[config.mk]
export PLATFORM = sky130hd
export DESIGN_NAME = flt_cell
export DESIGN_NICKNAME = d
export VERILOG_FILES = /design/src/hdl/flt_pkg.sv /design/src/hdl/flt_cell.sv
export SDC_FILE = /design/constraint.sdc
export NUM_CORES = 1
export LEC_CHECK = 0
export ABC_AREA = 1
export BUFFER_PORTS_ARGS = -buffer_cell sky130_fd_sc_hd__buf_2
export CAP_MARGIN = 20
export CORE_MARGIN = 2
export CORE_UTILIZATION = 43
export CTS_CLUSTER_DIAMETER = 50
export DETAILED_ROUTE_END_ITERATION = 10
export GPL_TIMING_DRIVEN = 1
export PLACE_DENSITY_LB_ADDON = 0.12
export SETUP_SLACK_MARGIN = 0.2
export SYNTH_ARGS = -nofsm -noshare
export SYNTH_HDL_FRONTEND = slang
export SYNTH_SLANG_ARGS = --single-unit
export TNS_END_PERCENT = 100
[constraint.sdc]
create_clock -name i_clk -period 1.1 [get_ports i_clk]
set_input_delay 0.165 -clock i_clk [delete_from_list [all_inputs] [get_ports i_clk]]
set_output_delay 0.165 -clock i_clk [all_outputs]
set_load 0.1 [all_outputs]
[src/hdl/flt_pkg.sv]
package flt_pkg;

    localparam int TAPS_DEFAULT = 64;
    localparam int SAMPLE_W = 16;
    localparam int IDX_W = 6;
    localparam int CFG_W = 7;
    localparam int PROD_W = 2 * SAMPLE_W;

    localparam logic [CFG_W-1:0] TAPS_RESET = 7'd64;

    localparam logic FUNC_FILTER = 1'b0;
    localparam logic FUNC_COEF = 1'b1;

    typedef logic signed [SAMPLE_W-1:0] t_q15;

    typedef struct packed {
        logic             shift_in;
        logic             rotate;
        logic             coef_we;
        logic [IDX_W-1:0] coef_idx;
        t_q15             coef_val;
    } t_cell_ctl;

endpackage

[src/hdl/flt_cell.sv]
module flt_cell #(
    parameter int IDX = 0
) (
    input  logic                i_clk,
    input  logic                i_rst_n,
    input  flt_pkg::t_cell_ctl  i_ctl,
    input  flt_pkg::t_q15       i_hist_prev,
    input  flt_pkg::t_q15       i_hist_next,
    input  flt_pkg::t_q15       i_coef_next,
    output flt_pkg::t_q15       o_hist,
    output flt_pkg::t_q15       o_coef
);

    flt_pkg::t_q15    r_hist;
    flt_pkg::t_q15    r_coef;
    logic             w_sel;

    assign w_sel = ({{(32-flt_pkg::IDX_W){1'b0}}, i_ctl.coef_idx} == 32'(IDX));

    always_ff @(posedge i_clk) begin
        if (!i_rst_n) begin
            r_hist <= '0;
            r_coef <= '0;
        end else begin
            if (i_ctl.shift_in) begin
                r_hist <= i_hist_prev;
            end else if (i_ctl.rotate) begin
                r_hist <= i_hist_next;
            end
            if (i_ctl.rotate) begin
                r_coef <= i_coef_next;
            end else if (i_ctl.coef_we && w_sel) begin
                r_coef <= i_ctl.coef_val;
            end
        end
    end

    assign o_hist = r_hist;
    assign o_coef = r_coef;

endmodule

==> results.cfg <==
[global_route]
first_global_vias = 1767
grt_first_pass_wirelength_um = 7860
grt_antenna_before_repair = 0
grt_max_degree = 19
globalRouteTotalUtil_pct = 23.3
grt_overflow_total = 0

[timing]
timing_worst_slew_pin_value_ps = 381
final.min_clock_period_ps = 985
fmaxAchievable_ghz = 1.02
timing.final.hold_violations = 0
final-max-slew-violation-count = 0
grt_setup_unrepaired = yes
layout_worst_path_cycle_share_pct = 89.5
setup_tns_ps = 0
setup_viol_count_final = 0
worst_clock_skew_ps = 0
timing.slew.headroom_pct = 74.6

[clock_tree]
cts_made_buffers = 5
clock_latency_at_the_later_pin_of_the_worst_skew_pair_ps = 280
clkTransAtPathRegs_ps = 70
tritoncts_clock_tree = done
clk_path_buf_depth = 2
post_cts_hold_buffers = 0
htreeDepth = 2
cts_num_sinks = 32
clockRootBuffer = sky130_fd_sc_hd__clkbuf_8

[routing]
detail_route.wirelength_um = 5020
drt-wirelength-per-cell_um = 12.3
drcViolationCount = 0
vias_per_cell = 4.73
ant_nets = 0
via_count = 1935
number_of_iterations_in_the_first_detailed_routing_pass = 4
drt_first_iter_violations = 84

[synth]
syn_avg_cell_area_um2 = 7.01
yosys_register_bits = 32
synth_seq_area_share_pct = 37.4
synth.cell_area_um2 = 1710
ys.warnings.count = 0
postSynthCellCount = 244
post_synth_num_cell_types = 21
synthesis.nets = 319

[critical_path]
cp_num_buf_inv = 1
crit_path_slowest_cell = sky130_fd_sc_hd__dfxtp_4
path_class = reg2out
cp_data_arrival_time_ps = 820
crit_path_max_fanout = 2
critical_path_required_ps = 940
worst_setup_path_start_kind = flop
critPathCaptureType = output port
slowest_delay_ps = 370
worstPathCellList = buf_12
critical-path-top-delay-family = flip-flops

[power_and_ir_drop]
ir_drop_mv = 0.923
pwrdens_nw_per_um2 = 1310
static-leakage-power_uw = 0.00151

[final_layout]
multi_input_area_um2 = 885
flow.area_growth_from_synthesis_pct = 77.9
layout-drive-gt1-share_pct = 49.3
fin_util_pct = 81.3
fill_cells = 255
layout.nets = 435
seq_area_um2 = 761
diode_count = 0

[run_status]
outcome = finished clean

[floorplanning]
chipWidth_um = 67.1
starting_density_of_the_core_pct = 45.7
design.core.area_um2 = 3740
die_h_um = 67.1
ioPinCount = 107
dieArea_um2 = 4500
placementRows = 22

[place]
place.gp.congestion = 0.685
detailed_place_hpwl_um = 3630
port-buffer-count = 106

[job]
cap_viol_max_count = 0

[min_path]
hold_path_class = in2reg
[area by class of cell]
cell class / count / share of cell area, %
repair buffers: 121 / 37.3
multi-input cells: 177 / 29.1
flip-flops and latches: 32 / 25.0
inverters: 23 / 3.16
clock buffers: 5 / 2.26
well taps: 48 / 1.97
clock inverters: 3 / 1.23
[cell usage after synthesis, drive strengths merged]
master	count	area (um2)
clkbuf	2	17.5
nor2	61	241
nand2	72	289
o221ai	16	184
dfxtp	32	641
nand3	16	90.1
buf	12	103
inv	23	96.4
nor3	10	50.1
[metal layers]
layer  routed length, um  global-route usage (%)
met5                   0                       0
met4                  51                    7.65
met3                 415                    6.93
met2                2550                    41.3
met1                2000                    26.4
[cells in the final DEF, fill, tap and decap left out]
cell,netlist,layout
sky130_fd_sc_hd__buf_2,4,74
sky130_fd_sc_hd__nand2_4,0,1
sky130_fd_sc_hd__o221ai_2,7,7
sky130_fd_sc_hd__o221ai_1,9,9
sky130_fd_sc_hd__nor2_4,1,3
sky130_fd_sc_hd__inv_8,1,1
sky130_fd_sc_hd__nor3_1,10,10
sky130_fd_sc_hd__nand2_2,1,1
sky130_fd_sc_hd__clkinv_1,0,2
sky130_fd_sc_hd__bufinv_16,0,1
sky130_fd_sc_hd__nor2_1,58,57
sky130_fd_sc_hd__inv_1,21,21
sky130_fd_sc_hd__nand2_1,70,70
sky130_fd_sc_hd__nand2_8,1,1
sky130_fd_sc_hd__buf_12,0,33
sky130_fd_sc_hd__nor2_2,2,2
sky130_fd_sc_hd__clkbuf_8,1,5
sky130_fd_sc_hd__buf_4,3,14
sky130_fd_sc_hd__nand3_1,14,14
sky130_fd_sc_hd__dfxtp_4,0,32
sky130_fd_sc_hd__nand3_2,2,2
sky130_fd_sc_hd__inv_4,1,1
[logic make-up after synthesis]
family / share of synthesized area (%)
AO/OA/AOI/OAI: 10.7
buffers and inverters: 12.6
flip-flops: 37.4
AND/OR/NAND/NOR: 39.2
[sequential cells by signal, indices dropped and copies added, names as in the netlist]
signal  count
o_coef     16
o_hist     16
[timing repair]
item,4_1_cts,5_1_grt
cloned,0,2
pin swaps,0,2
setup buffers,5,2
resized for setup,0,4
endpoints found under the setup margin,32,38
[per-stage QoR]
| step | power [uW] | hold slack [ps] | worst slack, ps | instance area (um2) | cells |
|---|---|---|---|---|---|
| after floorplan | 2290 | 290 | 241 | 1830 | 244 |
| after global placement | 2870 | 386 | 66.1 | 2860 | 392 |
| after detailed placement | 2900 | 393 | 17.1 | 2860 | 392 |
| after CTS | 3990 | 97.4 | 110 | 3000 | 405 |
| after global routing | 4150 | 124 | 95.4 | 3040 | 409 |
| final | 3980 | 98.9 | 115 | 3040 | 409 |
[worst paths after layout]
check                               start                      end  slack (ps)  cells after the start
setup / recovery  o_coef[13]$_SDFFE_PN0P_               o_coef[13]         110                      1
hold / removal            i_hist_next[10]  o_hist[10]$_SDFFE_PN0P_         100                      3
hold reg to reg    o_hist[3]$_SDFFE_PN0P_   o_hist[3]$_SDFFE_PN0P_         570                      2
setup reg to reg   o_hist[4]$_SDFFE_PN0P_   o_hist[4]$_SDFFE_PN0P_         180                      4
[report_power, final]
group	internal [uW]	switching [uW]	total, uW
registers	1240	97.6	1340
clock network	659	407	1070
logic	598	974	1570
(Power assumes the default switching activity.)
