===== config.mk =====
export PLATFORM = sky130hd
export DESIGN_NAME = flt_mac
export DESIGN_NICKNAME = d
export VERILOG_FILES = /design/src/hdl/flt_pkg.sv /design/src/hdl/flt_mac.sv
export SDC_FILE = /design/constraint.sdc
export NUM_CORES = 1
export LEC_CHECK = 0
export ABC_CLOCK_PERIOD_IN_PS = 6900
export BUFFER_PORTS_ARGS = -buffer_cell sky130_fd_sc_hd__buf_4
export CAP_MARGIN = 20
export CORE_MARGIN = 2
export CORE_UTILIZATION = 55
export DETAILED_ROUTE_END_ITERATION = 16
export GPL_TIMING_DRIVEN = 0
export PLACE_DENSITY = 0.72
export SYNTH_ARGS = -nofsm -noshare
export SYNTH_HDL_FRONTEND = slang
export SYNTH_SLANG_ARGS = --single-unit

===== constraint.sdc =====
create_clock -name i_clk -period 6.9 [get_ports i_clk]
set_clock_uncertainty 0.2 [all_clocks]
set_input_delay 0.345 -clock i_clk [delete_from_list [all_inputs] [get_ports i_clk]]
set_output_delay 0.345 -clock i_clk [all_outputs]
set_load 0.005 [all_outputs]

===== src/hdl/flt_pkg.sv =====
package flt_pkg;

    localparam int TAPS_DEFAULT = 64;
    localparam int SAMPLE_W = 16;
    localparam int IDX_W = 6;
    localparam int CFG_W = 7;
    localparam int PROD_W = 2 * SAMPLE_W;

    localparam logic [CFG_W-1:0] TAPS_RESET = 7'd64;

    localparam logic FUNC_FILTER = 1'b0;
    localparam logic FUNC_COEF = 1'b1;

    typedef logic signed [SAMPLE_W-1:0] t_q15;

    typedef struct packed {
        logic             shift_in;
        logic             rotate;
        logic             coef_we;
        logic [IDX_W-1:0] coef_idx;
        t_q15             coef_val;
    } t_cell_ctl;

endpackage


===== src/hdl/flt_mac.sv =====
module flt_mac #(
    parameter int AW = 40
) (
    input  logic                 i_clk,
    input  logic                 i_rst_n,
    input  logic                 i_clear,
    input  logic                 i_take,
    input  flt_pkg::t_q15        i_h,
    input  flt_pkg::t_q15        i_x,
    output logic signed [AW-1:0] o_acc
);

    logic signed [flt_pkg::PROD_W-1:0] r_prod;
    logic                              r_pvld;
    logic signed [AW-1:0]              r_acc;

    always_ff @(posedge i_clk) begin
        if (!i_rst_n) begin
            r_pvld <= 1'b0;
        end else begin
            r_pvld <= i_take;
        end
    end

    always_ff @(posedge i_clk) begin
        r_prod <= i_h * i_x;
        if (i_clear) begin
            r_acc <= '0;
        end else if (r_pvld) begin
            r_acc <= r_acc + {{(AW-flt_pkg::PROD_W){r_prod[flt_pkg::PROD_W-1]}}, r_prod};
        end
    end

    assign o_acc = r_acc;

endmodule

==> summary.md, run 1 <==
| Metric | Value |
|---|---|
| Crit-path most repeated cell | fa_1 |
| GRT Residual Overflow | 0 |
| Min Clock Period, post-route | between 6000 and 7000 ps |
| Full die area | ~26,000 um^2 |
| Buffers added on ports | 75 |
| Root buf cell | clkbuf_16 |
| Final Max Slew Viols | 0 |
| Remaining DRCs | 0 |
| Critical path class | input pin to register |
| Slew margin rel. | 0.471 |
| Crit path cell chain | buf_4, clkbuf_1, nand2_1, fa_1, fa_1, fa_1, inv_1, fa_1, fa_1, inv_1, fa_1, inv_1, ha_1, and3_1, a311oi_2, o21ai_1, o31a_1, a21oi_1, o21ai_1, a31o_1, xnor2_2 |
| Setup ws final | 305 ps |
| Fillers | 2,124 |
| FMAX | about 150 MHz |
| Seq cells post-synth | between 70 and 80 |
| Status | complete, no violations |
| Slowest cell delay on critical path | 530 ps |
| Ant diodes | 0 |
| CP arrival | about 6600 ps |
| CTS Sinks | 73 |
| Pin count of the biggest net entering global routing | 17 |
| Origin of the critical flop-to-flop path | o_acc[0] |
| Post-CTS setup buffers | 0 |
| # setup viols final | 0 |
| Buffers plus inverters on the worst setup path | 5 |
| Count leader, synth | inv_1 |
| Routed Wire Length | between 30,000 and 40,000 um |
| Number of flops mapped to enable cells by yosys | 0 |
| CP required | 6920 ps |
| DP Worst Slack | -338 ps |
| CP Depth | 21 |
| Ys async rst share | 0 |
| CTS Buf Count | 9 |
| Nets | between 2,000 and 2,500 |
| Gr usage total | 0.262 |
| # H-tree levels | 3 |
| Period utilization | 0.956 |
| Max stage delay cell, worst path | fa_1 |
| Clock transition at path regs | 60 ps |
| Crit-path max FO | 10 |
| Via count | 10,578 |
| Hold Path Depth | 2 |
| Die height | approximately 160 um |
| Top delay family on crit path | adder cells |
| Util after Layout | 0.615 |
| Fin cells | approximately 1,900 |
| Unique masters post-synth | 60 |
| Gp weighted congestion | 0.957 |
| Max-cap viol count | 0 |
| Post-route ant nets | 0 |
| Crit. End Element | register |
| HPWL after detailed placement | between 20,000 and 30,000 um |
| Yosys top cell area share | 0.382 |
| Min-delay worst type | input pin to register |
| Most frequent cells after synthesis | 298 x inv_1, 263 x fa_1, 161 x nand2_1 |
| Skew-Pair Late Insertion Delay | ~330 ps |
| First-pass iteration count of the detailed router | 5 |
| Worst hold start | i_take |
| Global-route wire length before repair | roughly 54,000 um |
| Hold Slack | ~13 ps |
| DR iter-0 viols | roughly 660 |
| Dpl cells | between 1,500 and 2,000 |
| Worst Max-Slew Pin Slew | about 800 ps |
| Area delta synth->final | 9.21% |
| Via density | roughly 5.5 |
| Register area share after synthesis | 0.106 |
| Yosys top cell by area | fa_1 |
| Syn Nets | 1,948 |
| Share of cells above drive strength 1 | 0.0708 |
| CTS tree | done |
| Rows | 57 |
| Primary FF master, synth | dfxtp_1 |
| CP startpoint kind | input pin |
| Vias in the first global route | 10,847 |
| Reg2Reg Depth | 13 |
| Warnings from Yosys | 0 |
| Die X | approximately 160 um |
| Post-synthesis cell count | between 1,500 and 2,000 |
| Hold-critical path endpoint | r_pvld |
| Max Buffers Root-to-Sink | 2 |
| Final hold vios | 0 |
| Avg Cell Area, Syn | approximately 9 um^2 |
| Initial antenna violation count | 0 |
| Starting Density | 0.563 |
| Top cells by area, synth | fa_1 38%, ha_1 11%, dfxtp_1 11% |
| Register area | ~1500 um^2 |
| Multi-input gate area | 11,000 um^2 |
| Synthesized cell area | around 14,000 um^2 |
| Reg-to-reg critical path endpoint | o_acc[36] |
| Unrepaired setup endpoints after global routing | false |
| Reg2Reg Setup Slack | 3480 ps |
| Core area | 24,500 um^2 |
| Post-DR wirelength/cell | 16.9 um |
| I/O pins | 76 |
cell type report:
cell class              count  share of cell area
multi-input cells        1108               0.732
clock buffers              10              0.0159
inverters                 298              0.0744
repair buffers             75              0.0374
flip-flops and latches     73              0.0972
plain buffers              41              0.0110
well taps                 324              0.0270
clock inverters             6             0.00483
how the worst max path moves through the flow:
| stage | startpoint | slack, ps | to |
|---|---|---|---|
| final | i_h[12] | 310 | r_prod[31] |
| after global placement | i_h[7] | -320 | r_prod[31] |
| after global routing | i_h[7] | 50 | r_prod[31] |
| after floorplan | i_h[10] | 840 | r_prod[30] |
| after detailed placement | i_h[9] | -340 | r_prod[31] |
| after CTS | i_x[6] | 10 | r_prod[31] |
logic make-up after synthesis:
| logic type | Yosys count | synth area share |
|---|---|---|
| and+or+nand+nor | 442 | 0.157 |
| adders and majority gates | 384 | 0.492 |
| buffers and inverters | 347 | 0.0946 |
| AOI/OAI and AO/OA | 200 | 0.0963 |
| DFF | 73 | 0.106 |
| xor gates and xnor gates | 63 | 0.0401 |
| muxes | 19 | 0.0138 |
sequential cells by signal, indices dropped and copies added, names as in the netlist:
signal  count
r_prod     32
r_pvld      1
o_acc      40
routing by layer:
layer	part of all wire	track usage	vias up
met2	0.50	0.443	334
met3	0.058	0.0449	67
li1	-	-	4921
met1	0.42	0.348	5256
met5	0	0	-
met4	0.031	0.0805	0
cells in the final DEF, fill, tap and decap left out, types with 46 or more instances in the layout:
cell	count
inv_1	298
fa_1	263
nand2_1	161
and2_1	129
ha_1	121
nor2_1	75
buf_4	75
dfxtp_1	73
a21oi_1	59
xnor2_1	46
metrics by stage:
step	area, um^2	setup TNS [ps]
6_report	15000	0
5_1_grt	15000	0
4_1_cts	15000	0
3_5_place_dp	14700	-628
3_3_place_gp	14700	-470
2_1_floorplan	13800	0
what timing repair did:
action | 4_1_cts | 5_1_grt
hold buffers | 0 | 0
gates cloned | 0 | 0
endpoints found under the setup margin | 1 | 2
resized for setup | 1 | 17
Power of run 1 is left out: the tool's default activity adds up to more than one toggle a clock period on the data nets, which glitch-free logic cannot reach.
==> run 2, diff against run 1 <==
--- a/config.mk
+++ b/config.mk
@@ -10,9 +10,12 @@
 export CAP_MARGIN = 20
 export CORE_MARGIN = 2
 export CORE_UTILIZATION = 55
+export CTS_BUF_LIST = sky130_fd_sc_hd__clkbuf_4 sky130_fd_sc_hd__clkbuf_8 sky130_fd_sc_hd__clkbuf_16
+export CTS_CLUSTER_SIZE = 25
 export DETAILED_ROUTE_END_ITERATION = 16
 export GPL_TIMING_DRIVEN = 0
 export PLACE_DENSITY = 0.72
+export REMOVE_ABC_BUFFERS = 1
 export SYNTH_ARGS = -nofsm -noshare
 export SYNTH_HDL_FRONTEND = slang
 export SYNTH_SLANG_ARGS = --single-unit
==> summary.md, run 2 (synthesis gave the netlist of run 1 again) <==
| Metric | Value |
|---|---|
| Skew-Pair Late Insertion Delay | roughly 330 ps |
| Reg2Reg Setup Slack | between 3000 and 4000 ps |
| Crit path cell chain | buf_4, and2_1, fa_1, inv_1, fa_1, fa_1, inv_1, fa_1, fa_1, inv_1, fa_1, inv_1, ha_1, a21o_1, a21oi_1, nor2b_1, a311oi_2, o21ai_1, o31a_1, a21oi_1, o21ai_1, a31o_1, xnor2_1 |
| Worst Max-Slew Pin Slew | just over 1000 ps |
| Pin count of the biggest net entering global routing | between 40 and 50 |
| Fin cells | around 1,900 |
| HPWL after detailed placement | ~25,000 um |
| Status | complete, no violations |
| Vias in the first global route | ~11,000 |
| Die X | 162 um |
| Period utilization | 0.930 |
| Initial antenna violation count | 0 |
| Slew margin rel. | 0.321 |
| Max-cap viol count | 0 |
| Global-route wire length before repair | about 51,000 um |
| DR iter-0 viols | roughly 400 |
| Critical path class | input pin to register |
| Max Buffers Root-to-Sink | 2 |
| Commonest non-fill, non-tap cell in the layout | inv_1 |
| CP required | just under 7000 ps |
| Ant diodes | 0 |
| Crit. End Element | register |
| Setup TNS | 0 ps |
| I/O pins | 76 |
| Fin area | roughly 15,000 um^2 |
| Max stage delay cell, worst path | fa_1 |
| Clock transition at path regs | 60 ps |
| CP arrival | between 6000 and 7000 ps |
| Buffers added on ports | 75 |
| CTS resizes | 0 |
| Via density | ~5.4 |
| Hold-critical path endpoint | r_pvld |
| Critical path startpoint | i_x[4] |
| Nets | about 2,000 |
| Origin of the critical flop-to-flop path | o_acc[0] |
| Min-delay worst type | input pin to register |
| Post-CTS setup buffers | 0 |
| Remaining DRCs | 0 |
| Slowest cell delay on critical path | ~540 ps |
| Area delta synth->final | 7.86% |
| CP startpoint kind | input pin |
| Dpl cells | 1,878 |
| Gp weighted congestion | approximately 0.88 |
| Root buf cell | clkbuf_16 |
| CTS tree | done |
| Hold Buf Count CTS | 0 |
| Post-route ant nets | 0 |
| Min Clock Period, post-route | approximately 6400 ps |
| Worst hold start | i_take |
| Max FFs per register | 40 |
| Unrepaired setup endpoints after global routing | false |
| Fillers | around 2,100 |
| Die height | 162 um |
| Crit-path most repeated cell | fa_1 |
| Routed Wire Length | roughly 30,000 um |
| FMAX | between 150 and 200 MHz |
| Final hold vios | 0 |
| Starting Density | 0.563 |
| Most frequent cells in the layout | 298 x inv_1, 263 x fa_1, 161 x nand2_1 |
| # setup viols final | 0 |
| Crit-path max FO | 16 |
| Area after DPL | between 10,000 and 15,000 um^2 |
| # H-tree levels | 3 |
| First-pass iteration count of the detailed router | 5 |
| Reg2Reg Depth | 13 |
| GRT Residual Overflow | 0 |
| CTS Sinks | 73 |
| Full die area | around 26,000 um^2 |
| CTS Buf Count | 9 |
| Core area | about 24,000 um^2 |
| Hold Path Depth | 2 |
| Reg-to-reg critical path endpoint | o_acc[36] |
| Gr usage total | 0.242 |
| Post-DR wirelength/cell | 16.0 um |
| Via count | between 10,000 and 15,000 |
| Rows | 57 |
| Util after Layout | 0.607 |
| Final Max Slew Viols | 0 |
| Share of cells above drive strength 1 | 0.0669 |
[run 2: changes by cell type in the layout (fill, tap and decap cells not counted), sizes merged]
cell and change:
clkbuf -37, buf -3, inv -3, clkinv +2
[run 2: worst max-delay path, delay by kind of cell]
family / cells / cell delay, ps
AO/OA/AOI/OAI: 8 / 1770
XOR/XNOR: 1 / 340
adder cells (fa/ha/maj): 7 / 3290
buffers and inverters: 5 / 380
AND/OR/NAND/NOR: 2 / 270
[run 2: final cells by class]
type                       count  area [um^2]  share of cell area
sequential                    73         1460              0.0985
inverter                     298         1120              0.0753
multi-input combinational   1108        11000               0.741
timing repair buffer          75          563              0.0379
tap                          324          405              0.0273
clock buffer                  11          240              0.0162
clock inverter                 5         56.3             0.00379
[run 2: how the worst max path moves through the flow]
stage / end / cells after the start
after global routing: r_prod[31] / 23
final: r_prod[31] / 23
after floorplan: r_prod[30] / 18
after CTS: r_prod[31] / 23
after detailed placement: r_prod[31] / 23
after global placement: r_prod[31] / 23
[run 2: through the flow]
| step | hold WS [ps] | worst slack (ps) |
|---|---|---|
| final | 13.2 | 486 |
| after global routing | 10.0 | 112 |
| after CTS | 1.79 | 509 |
| after detailed placement | 267 | 172 |
| after global placement | 270 | 163 |
| after floorplan | 214 | 1060 |
[run 2: layer usage]
metal	share of wire	GRT usage	up-vias
met5	0	0	-
met3	0.036	0.0283	54
met1	0.40	0.296	5191
met2	0.53	0.448	219
met4	0.027	0.0696	0
li1	-	-	4832
Power of run 2 is left out for the same reason.
